### src/hdl/tsc_pkg.sv
// Shared types and constants for the Taylor sine/cosine block.
package tsc_pkg;

  localparam int unsigned AngleWidth = 32;
  localparam int unsigned ValueWidth = 32;
  localparam int unsigned PolyFrac   = 28;
  localparam int unsigned MagWidth   = 30;
  localparam int unsigned ProdWidth  = 64;
  localparam int unsigned RndWidth   = ProdWidth - PolyFrac;

  // pi with 60 fraction bits
  localparam logic [63:0] PiQ60 = 64'h3243F6A8885A308D;

  // floor(2^k / c) reciprocals for the three series divisors
  localparam logic [31:0] Recip3  = 32'd2863311530;  // k = 33
  localparam logic [31:0] Recip5  = 32'd3435973836;  // k = 34
  localparam logic [31:0] Recip21 = 32'd3272356035;  // k = 36

  typedef struct packed {
    logic                neg;
    logic [MagWidth-1:0] mag;
  } tsc_job_t;

  typedef enum logic [1:0] {
    FR_IDLE,
    FR_REDUCE,
    FR_PUSH
  } fr_state_e;

  typedef enum logic [1:0] {
    BK_IDLE,
    BK_MUL,
    BK_POST,
    BK_OUT
  } bk_state_e;

  typedef enum logic [2:0] {
    ST_SQ,
    ST_CUBE,
    ST_DIV3,
    ST_MUL5,
    ST_DIV5,
    ST_MUL7,
    ST_DIV21
  } bk_step_e;

endpackage

### src/hdl/tsc_front.sv
// Request intake: cosine offset, range reduction and magnitude/sign split.
module tsc_front import tsc_pkg::*; #(
  parameter int unsigned ANGLE_FRAC_BITS = 24
) (
  input  logic                  clk_i,
  input  logic                  rst_ni,
  input  logic                  start_i,
  output logic                  busy_o,
  input  logic                  mode_i,
  input  logic [AngleWidth-1:0] angle_i,
  input  logic                  q_full_i,
  output logic                  push_o,
  output tsc_job_t              job_o
);

  localparam logic [63:0] PiA     = (PiQ60 + (64'd1 << (59 - ANGLE_FRAC_BITS)))
                                    >> (60 - ANGLE_FRAC_BITS);
  localparam logic [63:0] HalfPiA = (PiQ60 + (64'd1 << (60 - ANGLE_FRAC_BITS)))
                                    >> (61 - ANGLE_FRAC_BITS);
  localparam logic [63:0] TwoPiA  = PiA << 1;
  // 2pi > 4, so 2pi << (30 - F) exceeds any 32-bit magnitude
  localparam int unsigned Steps   = 31 - ANGLE_FRAC_BITS;
  localparam int unsigned CntW    = $clog2(Steps);
  localparam logic [63:0] DivInit = TwoPiA << (30 - ANGLE_FRAC_BITS);

  fr_state_e state_q, state_d;

  logic [31:0]     rem_q, rem_d;
  logic [32:0]     dsh_q, dsh_d;
  logic [CntW-1:0] cnt_q, cnt_d;
  logic            neg_q, neg_d;

  logic        load;
  logic        step;
  logic [33:0] x_ext;
  logic [33:0] x_abs;
  logic [31:0] mag;
  logic [31:0] mag_sh;
  logic        wrap;

  // next state
  always_comb begin
    state_d = state_q;
    case (state_q)
      FR_IDLE: begin
        if (start_i) state_d = FR_REDUCE;
      end
      FR_REDUCE: begin
        if (cnt_q == '0) state_d = FR_PUSH;
      end
      FR_PUSH: begin
        if (!q_full_i) state_d = FR_IDLE;
      end
      default: state_d = FR_IDLE;
    endcase
  end

  // outputs
  always_comb begin
    busy_o = 1'b1;
    load   = 1'b0;
    step   = 1'b0;
    push_o = 1'b0;
    case (state_q)
      FR_IDLE: begin
        busy_o = 1'b0;
        load   = start_i;
      end
      FR_REDUCE: step   = 1'b1;
      FR_PUSH:   push_o = !q_full_i;
      default: ;
    endcase
  end

  always_comb begin
    x_ext = {{2{angle_i[AngleWidth-1]}}, angle_i} + (mode_i ? HalfPiA[33:0] : 34'd0);
    x_abs = x_ext[33] ? (34'd0 - x_ext) : x_ext;
  end

  // restoring reduction modulo 2pi, one divisor shift per cycle
  always_comb begin
    rem_d = rem_q;
    dsh_d = dsh_q;
    cnt_d = cnt_q;
    neg_d = neg_q;
    if (load) begin
      rem_d = x_abs[31:0];
      dsh_d = DivInit[32:0];
      cnt_d = CntW'(Steps - 1);
      neg_d = x_ext[33];
    end else if (step) begin
      if ({1'b0, rem_q} >= dsh_q) rem_d = rem_q - dsh_q[31:0];
      dsh_d = dsh_q >> 1;
      cnt_d = cnt_q - 1'b1;
    end
  end

  // remainder above pi folds to the other side
  always_comb begin
    wrap   = {32'd0, rem_q} > PiA;
    mag    = wrap ? (TwoPiA[31:0] - rem_q) : rem_q;
    mag_sh = mag << (PolyFrac - ANGLE_FRAC_BITS);
    job_o.neg = wrap ? !neg_q : neg_q;
    job_o.mag = mag_sh[MagWidth-1:0];
  end

  always_ff @(posedge clk_i or negedge rst_ni) begin
    if (!rst_ni) begin
      state_q <= FR_IDLE;
    end else begin
      state_q <= state_d;
    end
  end

  always_ff @(posedge clk_i) begin
    rem_q <= rem_d;
    dsh_q <= dsh_d;
    cnt_q <= cnt_d;
    neg_q <= neg_d;
  end

endmodule

### src/hdl/tsc_queue.sv
// Two-entry job queue between intake and series evaluation.
module tsc_queue import tsc_pkg::*; (
  input  logic     clk_i,
  input  logic     rst_ni,
  input  logic     push_i,
  input  tsc_job_t job_i,
  output logic     full_o,
  input  logic     pop_i,
  output logic     empty_o,
  output tsc_job_t job_o
);

  tsc_job_t   slot_q [2];
  logic       wr_ptr_q;
  logic       rd_ptr_q;
  logic [1:0] cnt_q;

  assign full_o  = cnt_q == 2'd2;
  assign empty_o = cnt_q == 2'd0;
  assign job_o   = slot_q[rd_ptr_q];

  always_ff @(posedge clk_i or negedge rst_ni) begin
    if (!rst_ni) begin
      wr_ptr_q <= 1'b0;
      rd_ptr_q <= 1'b0;
      cnt_q    <= 2'd0;
    end else begin
      if (push_i) wr_ptr_q <= !wr_ptr_q;
      if (pop_i)  rd_ptr_q <= !rd_ptr_q;
      if (push_i && !pop_i)      cnt_q <= cnt_q + 2'd1;
      else if (pop_i && !push_i) cnt_q <= cnt_q - 2'd1;
    end
  end

  always_ff @(posedge clk_i) begin
    if (push_i) slot_q[wr_ptr_q] <= job_i;
  end

endmodule

### src/hdl/tsc_back.sv
// Series evaluation on one shared 32x32 multiplier, sign and saturation.
module tsc_back import tsc_pkg::*; (
  input  logic                  clk_i,
  input  logic                  rst_ni,
  input  logic                  empty_i,
  input  tsc_job_t              job_i,
  output logic                  pop_o,
  output logic [ValueWidth-1:0] value_o,
  output logic                  valid_o
);

  bk_state_e state_q, state_d;
  bk_step_e  step_q, step_d;

  logic [MagWidth-1:0]   a_q;
  logic                  neg_q;
  logic [31:0]           x2_q, t3_q, t5_q, t7_q, v_q;
  logic [ProdWidth-1:0]  prod_q;
  logic [ValueWidth-1:0] value_q;
  logic                  valid_q;

  logic                  do_mul;
  logic                  do_post;
  logic                  do_out;
  logic [31:0]           op_a, op_b;
  logic [ProdWidth-1:0]  rnd_sum;
  logic [RndWidth-1:0]   rnd;
  logic [RndWidth-1:0]   n_rnd;
  logic [31:0]           q0;
  logic [35:0]           dvsr;
  logic [35:0]           rem;
  logic [31:0]           q_fix;
  logic signed [35:0]    s_sum, s_sgn, s_x4;
  logic [ValueWidth-1:0] sat;

  // next state
  always_comb begin
    state_d = state_q;
    case (state_q)
      BK_IDLE: begin
        if (!empty_i) state_d = BK_MUL;
      end
      BK_MUL:  state_d = BK_POST;
      BK_POST: state_d = (step_q == ST_DIV21) ? BK_OUT : BK_MUL;
      BK_OUT:  state_d = BK_IDLE;
      default: state_d = BK_IDLE;
    endcase
  end

  // outputs
  always_comb begin
    pop_o   = 1'b0;
    do_mul  = 1'b0;
    do_post = 1'b0;
    do_out  = 1'b0;
    case (state_q)
      BK_IDLE: pop_o   = !empty_i;
      BK_MUL:  do_mul  = 1'b1;
      BK_POST: do_post = 1'b1;
      BK_OUT:  do_out  = 1'b1;
      default: ;
    endcase
  end

  // multiplier operand select
  always_comb begin
    op_a = 32'(a_q);
    op_b = 32'(a_q);
    case (step_q)
      ST_SQ:    begin op_a = 32'(a_q); op_b = 32'(a_q); end
      ST_CUBE:  begin op_a = x2_q;     op_b = 32'(a_q); end
      ST_DIV3:  begin op_a = v_q;      op_b = Recip3;   end
      ST_MUL5:  begin op_a = t3_q;     op_b = x2_q;     end
      ST_DIV5:  begin op_a = v_q;      op_b = Recip5;   end
      ST_MUL7:  begin op_a = t5_q;     op_b = x2_q;     end
      ST_DIV21: begin op_a = v_q;      op_b = Recip21;  end
      default: ;
    endcase
  end

  // round-half-up back to 28 fraction bits, then bias for rounded division
  always_comb begin
    rnd_sum = prod_q + (64'd1 << (PolyFrac - 1));
    rnd     = rnd_sum[ProdWidth-1:PolyFrac];
    n_rnd   = rnd;
    case (step_q)
      ST_CUBE: n_rnd = rnd + RndWidth'(3);
      ST_MUL5: n_rnd = rnd + RndWidth'(10);
      ST_MUL7: n_rnd = rnd + RndWidth'(21);
      default: ;
    endcase
  end

  // reciprocal quotient, low by at most one; one compare fixes it
  always_comb begin
    q0   = 32'(prod_q[63:33]);
    dvsr = 36'd3;
    case (step_q)
      ST_DIV5: begin
        q0   = 32'(prod_q[63:34]);
        dvsr = 36'd5;
      end
      ST_DIV21: begin
        q0   = 32'(prod_q[63:36]);
        dvsr = 36'd21;
      end
      default: ;
    endcase
    rem   = {4'd0, v_q} - ({4'd0, q0} * dvsr);
    q_fix = (rem >= dvsr) ? (q0 + 32'd1) : q0;
  end

  // x - x^3/6 + x^5/120 - x^7/5040, signed and scaled to Q2.30
  always_comb begin
    s_sum = $signed({6'd0, a_q}) - $signed({4'd0, t3_q})
          + $signed({4'd0, t5_q}) - $signed({4'd0, t7_q});
    s_sgn = neg_q ? -s_sum : s_sum;
    s_x4  = s_sgn <<< 2;
    if (s_x4 > 36'sd2147483647)       sat = 32'h7FFF_FFFF;
    else if (s_x4 < -36'sd2147483648) sat = 32'h8000_0000;
    else                              sat = s_x4[ValueWidth-1:0];
  end

  always_comb begin
    step_d = step_q;
    if (pop_o)                         step_d = ST_SQ;
    else if (do_post && step_q != ST_DIV21) step_d = bk_step_e'(step_q + 3'd1);
  end

  always_ff @(posedge clk_i or negedge rst_ni) begin
    if (!rst_ni) begin
      state_q <= BK_IDLE;
      step_q  <= ST_SQ;
      valid_q <= 1'b0;
    end else begin
      state_q <= state_d;
      step_q  <= step_d;
      valid_q <= do_out;
    end
  end

  always_ff @(posedge clk_i) begin
    if (pop_o) begin
      a_q   <= job_i.mag;
      neg_q <= job_i.neg;
    end
    if (do_mul) prod_q <= 64'(op_a) * 64'(op_b);
    if (do_post) begin
      case (step_q)
        ST_SQ:    x2_q <= rnd[31:0];
        ST_CUBE:  v_q  <= n_rnd[32:1];
        ST_DIV3:  t3_q <= q_fix;
        ST_MUL5:  v_q  <= n_rnd[33:2];
        ST_DIV5:  t5_q <= q_fix;
        ST_MUL7:  v_q  <= n_rnd[32:1];
        ST_DIV21: t7_q <= q_fix;
        default: ;
      endcase
    end
    if (do_out) value_q <= sat;
  end

  assign value_o = value_q;
  assign valid_o = valid_q;

endmodule

### src/hdl/taylor_sine_cosine_top.sv
// Top level of the Taylor-series sine/cosine block.
// Overlap: the shared multiplier does seven multiply/post pairs per request, range
//   reduction one shift-subtract per cycle. A two-entry queue lets intake run ahead of
//   the series, so intake can take a new request before the last result is out.
// Reset: rst_ni clears both controllers and the queue; nothing is in flight after it.
// The result strobe cannot be held off: value_o is valid for the single valid_o cycle.
module taylor_sine_cosine_top import tsc_pkg::*; #(
  parameter int unsigned ANGLE_FRAC_BITS = 24
) (
  input  logic                  clk_i,
  input  logic                  rst_ni,
  input  logic                  start,
  output logic                  busy,
  input  logic                  mode_i,
  input  logic [AngleWidth-1:0] angle_i,
  output logic [ValueWidth-1:0] value_o,
  output logic                  valid_o
);

  // front-to-back queue signals
  logic     q_push;
  logic     q_full;
  logic     q_pop;
  logic     q_empty;
  tsc_job_t job_in;
  tsc_job_t job_out;

  // intake: cosine offset and reduction into [-pi, pi]
  tsc_front #(
    .ANGLE_FRAC_BITS(ANGLE_FRAC_BITS)
  ) u_front (
    .clk_i    (clk_i),
    .rst_ni   (rst_ni),
    .start_i  (start),
    .busy_o   (busy),
    .mode_i   (mode_i),
    .angle_i  (angle_i),
    .q_full_i (q_full),
    .push_o   (q_push),
    .job_o    (job_in)
  );

  tsc_queue u_queue (
    .clk_i   (clk_i),
    .rst_ni  (rst_ni),
    .push_i  (q_push),
    .job_i   (job_in),
    .full_o  (q_full),
    .pop_i   (q_pop),
    .empty_o (q_empty),
    .job_o   (job_out)
  );

  // series evaluation in Q4.28, result in Q2.30
  tsc_back u_back (
    .clk_i   (clk_i),
    .rst_ni  (rst_ni),
    .empty_i (q_empty),
    .job_i   (job_out),
    .pop_o   (q_pop),
    .value_o (value_o),
    .valid_o (valid_o)
  );

endmodule
### config.mk
export PLATFORM = sky130hd
export DESIGN_NAME = taylor_sine_cosine_top
export DESIGN_NICKNAME = d
export VERILOG_FILES = /design/src/hdl/tsc_pkg.sv /design/src/hdl/tsc_front.sv /design/src/hdl/tsc_queue.sv /design/src/hdl/tsc_back.sv /design/src/hdl/taylor_sine_cosine_top.sv
export SDC_FILE = /design/constraint.sdc
export NUM_CORES = 2
export LEC_CHECK = 0
export BUFFER_PORTS_ARGS = -buffer_cell sky130_fd_sc_hd__buf_2
export CAP_MARGIN = 40
export CORE_UTILIZATION = 45
export CTS_CLUSTER_DIAMETER = 40
export DETAILED_ROUTE_END_ITERATION = 6
export PLACE_DENSITY_LB_ADDON = 0.15
export RECOVER_POWER = 100
export SYNTH_ARGS = -nofsm -noshare
export SYNTH_HDL_FRONTEND = slang
export SYNTH_SLANG_ARGS = --single-unit
### constraint.sdc
create_clock -name clk_i -period 30.5 [get_ports clk_i]
set_input_delay 3.05 -clock clk_i [delete_from_list [all_inputs] [get_ports clk_i]]
set_output_delay 3.05 -clock clk_i [all_outputs]
set_load 0.005 [all_outputs]
* Word level (Yosys, flattened, before mapping) *
Memory sizes are Yosys's and may differ from the RTL's. A register that Yosys moved wholly into a read port is not among the register bits.
Index checks and enable logic that the tools add are counted.

word-level totals
  register bits after elaboration = 367
  memory bits (writable) = 54
  bits of input ports = 36
  word-level logic and storage cells = 129
  memories = 1

memories
  name            depth  width  read ports  clocked after memory_dff  write ports  line             RTL
  u_queue.slot_q  2      27     1           1                         1            tsc_queue.sv:13  tsc_job_t slot_q [2];

cells by class
  $add $sub $neg = 18
  multipliers = 2
  order comparisons = 5
  equality and inequality tests = 17
  mux-type cells = 37
  reductions and logical operators = 30

operators by type and width
  operator                                                      number
  one-hot mux 32 bit (4 select lines)                           2
  2-to-1 mux 32 bit                                             6
  one-hot mux 34 bit (2 select lines)                           1
  multiplier 32 x 32 -> 64 bit                                  1
  one-hot mux 32 bit (2 select lines)                           1
  adder 62 x 28 -> 62 bit, second input constant                1
  one-hot mux 31 bit (2 select lines)                           1
  greater-or-equal comparator 36 x 5 -> 1 bit                   1
  > comparator 36 x 32 -> 1 bit, second input constant          1
  less-than comparator 36 x 32 -> 1 bit, second input constant  1
  multiplier 31 x 5 -> 36 bit                                   1
  subtractor 32 x 36 -> 36 bit                                  1
  adder 34 x 2 -> 34 bit, second input constant                 1
  adder 34 x 33 -> 34 bit                                       1
  adder 34 x 4 -> 34 bit, second input constant                 1
  adder 34 x 5 -> 34 bit, second input constant                 1
  2-to-1 mux 34 bit                                             1
  negation 34 bit                                               1
  subtractor 34 x 33 -> 34 bit                                  1
  adder 32 x 26 -> 33 bit                                       1
  greater-or-equal comparator 32 x 33 -> 1 bit                  1
  subtractor 30 x 32 -> 33 bit                                  1
  adder 31 x 1 -> 32 bit, second input constant                 1
  > comparator 32 x 26 -> 1 bit, second input constant          1
  32 further kinds                                              79

* Logic depth before layout (Yosys ltp) *
  depth in word-level cells = 7
  depth in mapped cells = 42
  mapped depth without buffers = 38

* Hierarchy *
A second synthesis with hierarchy kept.

unflattened totals
  cell total of the unflattened synthesis = 7273
  area, all modules = 65648.0 µm²

modules (own cells, without submodules)
  module     instances  cells an instance  area each (µm²)
  tsc_back   1          6243               55909.9
  tsc_front  1          917                7160.6
  tsc_queue  1          113                2577.5

* Least setup slack after synthesis *
OpenSTA, ideal clock, no wires.

  path type = register to register
  from = reg u_back.step_q[0]
  to = reg u_back.prod_q[63], data pin
  arrival = 9.863 ns
  data required time = 30.234 ns
  slack = 20.371 ns
  stages on the path, launching flop included = 40
  buffers on the path = 4
  period minus slack after synthesis = 10.129 ns
  cell sequence = dfrtp_1 > inv_1 > ha_1 > buf_2 > buf_1 > clkbuf_1 > nor2_1 > nor2_1 > nor2_1 > a221oi_1 > clkbuf_1 > nor2_1 > fa_1 > fa_1 > fa_1 > inv_1 > fa_1 > inv_1 > (+4 left out) > fa_1 > inv_1 > fa_1 > inv_1 > ha_1 > nand4_1 > nor3_1 > a221o_1 > a41oi_1 > o221ai_1 > nor3_1 > o31ai_1 > o2111ai_1 > a21boi_1 > a21oi_1 > o221ai_1 > and4_1 > nor3_1

between the ends
  cells in the longest elaborated chain, start to end = 4

ends and longest elaborated chain
  what                                                                        line             RTL
  from (decl)                                                                 tsc_back.sv:13   bk_step_e step_q, step_d;
  from (signal assigned)                                                      tsc_back.sv:137  step_q <= step_d;
  equality test 3 x 2 -> 1 bit / equality test 3 bit (equally long branches)  tsc_back.sv:69   case (step_q)
  OR reduction 3 bit (no line) / OR reduction 2 bit (equally long branches)   n/a
  one-hot mux 32 bit (4 select lines)                                         tsc_back.sv:69
  multiplier 32 x 32 -> 64 bit *                                              tsc_back.sv:147  if (do_mul) prod_q <= 64'(op_a) * 64'(op_b);
  to (signal assigned)                                                        tsc_back.sv:147
  to (decl)                                                                   tsc_back.sv:18   logic [ProdWidth-1:0] prod_q;

Mark *: on every way between the ends. The rest lies on a longest branch, timed or not.
A chain may end at the register's enable or synchronous reset.

* Worst setup path in the final report *
  from = reg u_back.step_q[0]
  to = reg u_back.prod_q[58], data pin

The elaborated chain is that of the path after synthesis.

==> results.json <==
{
  "slowest_delay_ps": 1650,
  "tritoncts": "built",
  "synth_compound_area_share_pct": 10.53,
  "status": "finished with violations",
  "skew_ps": 26.36,
  "io_pins": 70,
  "clock_latency_ps": 620,
  "start_kind": "flip-flop",
  "synth_mux_area_share_pct": 1.495,
  "final-seq-area_um2": 11290,
  "synthSimpleGateAreaFrac_pct": 14.50,
  "min_path_type": "flip-flop to flip-flop",
  "cts_num_sinks": 390,
  "min_path_cells": 2,
  "finalNonFillerCells": 8808,
  "die_area_um2": 141600,
  "grt_pass1_vias": 50950,
  "numCtsBuffers": 50,
  "maxSlewViolCount": 548,
  "postCtsSetupBuffers": 0,
  "port_buffers": 69,
  "initial_core_util_pct": 45.62,
  "synth_fp_nets": 8487,
  "hold_buffers": 0,
  "fin_area_um2": 67480,
  "synthXorXnorAreaFrac_pct": 4.750,
  "grt.total_usage_pct": 30.28,
  "final_common_cell": "inv_1",
  "grt_max_degree": 72,
  "dp.cells": 8713,
  "avgSynthCellArea_um2": 9.042,
  "multiInputGateArea_um2": 46150,
  "endpoint_kind": "flip-flop",
  "synth_cell_type_count": 98,
  "avgRoutedWirePerCell_um": 24.03,
  "die_x_um": 376.3,
  "drive_gt1_share_pct": 6.179,
  "fin_setup_tns_ps": 0,
  "cp_common_cell": "fa_1",
  "fillers": 13270,
  "grt_pass1_wl_um": 320100,
  "critical_path_class": "flip-flop to flip-flop",
  "place_congestion": 0.9857,
  "rows": 136,
  "period_minus_slack_ps": 14140,
  "worstRegToRegCells": 39,
  "grt-ovfl-total": 0,
  "synth_top_family_by_area": "adder cells",
  "required_ps": 30840,
  "nNetsFinal": 8417,
  "synth_fa_ha_area_share_pct": 41.44,
  "antenna_found_initial": 7,
  "ctsResizeCount": 0,
  "yosys_register_bits": 390,
  "drt_wl_total_um": 211700,
  "slowest_stage": "clkbuf_1",
  "cp_num_buf_inv": 11,
  "crit_fanout": 35,
  "dpl.hpwl_um": 168100,
  "via_per_inst": 5.682,
  "ys_seq_area_share_pct": 17.91,
  "firstDrtPassIters": 7,
  "timing.final.crit_share_pct": 46.37,
  "synth_ff_type": "edfxtp_1",
  "cp_num_cells": 39,
  "drc": 1,
  "areaGrowthSynthToFinish_pct": 7.046,
  "slew_headroom_pct": -60.19,
  "cts_buffer_depth": 3,
  "drv_cap": 17,
  "setup_violations": 0,
  "cp_top_family": "adder cells",
  "ant_nets": 0,
  "h-tree-depth": 2,
  "core_um2": 138200,
  "mostFrequentLayoutCells": "inv_1, fa_1, nor2_1",
  "drtIter0Drc": 4726,
  "worst_pin_slew_ps": 2403,
  "synth-edff-count": 342,
  "ys_warn_count": 0,
  "cp.arrival_ps": 14490,
  "syn_inst": 6972,
  "cts_root_buf": "clkbuf_16",
  "failed_checks": "design-rule violations, max-capacitance violations, max-slew violations",
  "die_h_um": 376.3,
  "dpl_cell_area_um2": 65960,
  "clk_pin_slew_ps": 60,
  "syn_area_um2": 63040,
  "hold_viol": 0,
  "rsz0062_at_grt": "no",
  "num_vias": 50050,
  "synthArstFlopShare_pct": 3.077,
  "max_clock_freq_mhz": 70.71
}
-- per-layer routing --
metal / up-vias / GRT usage, % / part of all wire [%]
met3: 516 / 6.334 / 9.3
met2: 2279 / 47.17 / 44
met5: - / 0 / 0
li1: 22210 / - / -
met4: 0 / 13.28 / 5.5
met1: 25050 / 40.71 / 41
-- cells by family after synthesis --
kind of cell | Yosys count
and+or+nand+nor | 2110
xor gates and xnor gates | 341
muxes | 86
adders and majority gates | 1479
DFF | 390
buffers and inverters | 1561
other | 2
AOI/OAI and AO/OA | 1003
-- cells in the mapped netlist (26+ instances only) --
cell type	count	area share, %
xnor2_1	190	2.6
nand3_1	75	0.60
nor3_1	68	0.54
mux2_2	65	1.2
and3_1	39	0.39
o21ai_0	166	1.3
and2_1	54	0.54
inv_1	1236	7.4
nor2b_1	42	0.42
dfxtp_1	36	1.1
a222oi_1	26	0.41
clkbuf_1	285	1.7
nand4_1	38	0.38
o211ai_1	29	0.35
nand2b_1	39	0.39
edfxtp_1	342	16
a21oi_1	300	2.4
o21a_1	29	0.35
a22oi_1	34	0.40
ha_1	464	9.2
nor4_1	32	0.32
fa_1	1015	32
or2_2	28	0.28
nor2_1	892	5.3
a31oi_1	35	0.35
a211oi_1	26	0.31
a21o_1	128	1.5
nand2_1	722	4.3
xor2_1	150	2.1
-- final timing paths --
kind	startpoint	end	slack, ps
max	u_back.step_q[0]$_DFFE_PN0P_	u_back.prod_q[58]$_DFFE_PN_	16360
min	u_front.dsh_q[32]$_SDFFE_PP1P_	u_front.dsh_q[32]$_SDFFE_PP1P_	450
max reg2reg	u_back.step_q[0]$_DFFE_PN0P_	u_back.prod_q[58]$_DFFE_PN_	16360
min reg2reg	u_front.dsh_q[32]$_SDFFE_PP1P_	u_front.dsh_q[32]$_SDFFE_PP1P_	450
max in group asynchronous	rst_ni	u_back.step_q[1]$_DFFE_PN0P_	27270
min in group asynchronous	rst_ni	u_front.state_q[0]$_DFFE_PN0P_	2590
-- worst min-delay path: stages, from the launching register on --
cell     delay [ps]
dfxtp_1         310
nand2_1          50
nand2_1          40
-- per-stage QoR --
step	utilization (%)	setup slack, ps	hold WS [ps]
6_report	48.84	16360	445.6
5_1_grt	48.83	15680	475.2
4_1_cts	48.96	18940	446.9
3_5_place_dp	47.74	18970	436.3
3_3_place_gp	47.55	18690	434.7
2_1_floorplan	-	20370	422.9
-- state kept, by name, indices dropped and copies added, names as in the netlist, 26 cells and up --
register and count:
u_back.a_q 26, u_back.prod_q 37, u_back.t3_q 32, u_back.t5_q 32, u_back.t7_q 32, u_back.v_q 32, u_back.value_o 31, u_back.x2_q 32
u_front.dsh_q 33, u_front.rem_q 32, u_queue.slot_q 54
-- cell type report --
| class | instances | share of cell area [%] |
|---|---|---|
| Sequential cell | 390 | 16.73 |
| Clock buffer | 62 | 2.054 |
| Clock inverter | 31 | 0.4487 |
| Antenna cell | 2 | 0.007417 |
| Inverter | 1238 | 6.886 |
| Tap cell | 1863 | 3.454 |
| Timing Repair Buffer | 201 | 2.021 |
| Multi-Input combinational cell | 5021 | 68.40 |
Power is left out: the tool's default activity adds up to more than one toggle a clock period on the data nets, which glitch-free logic cannot reach.
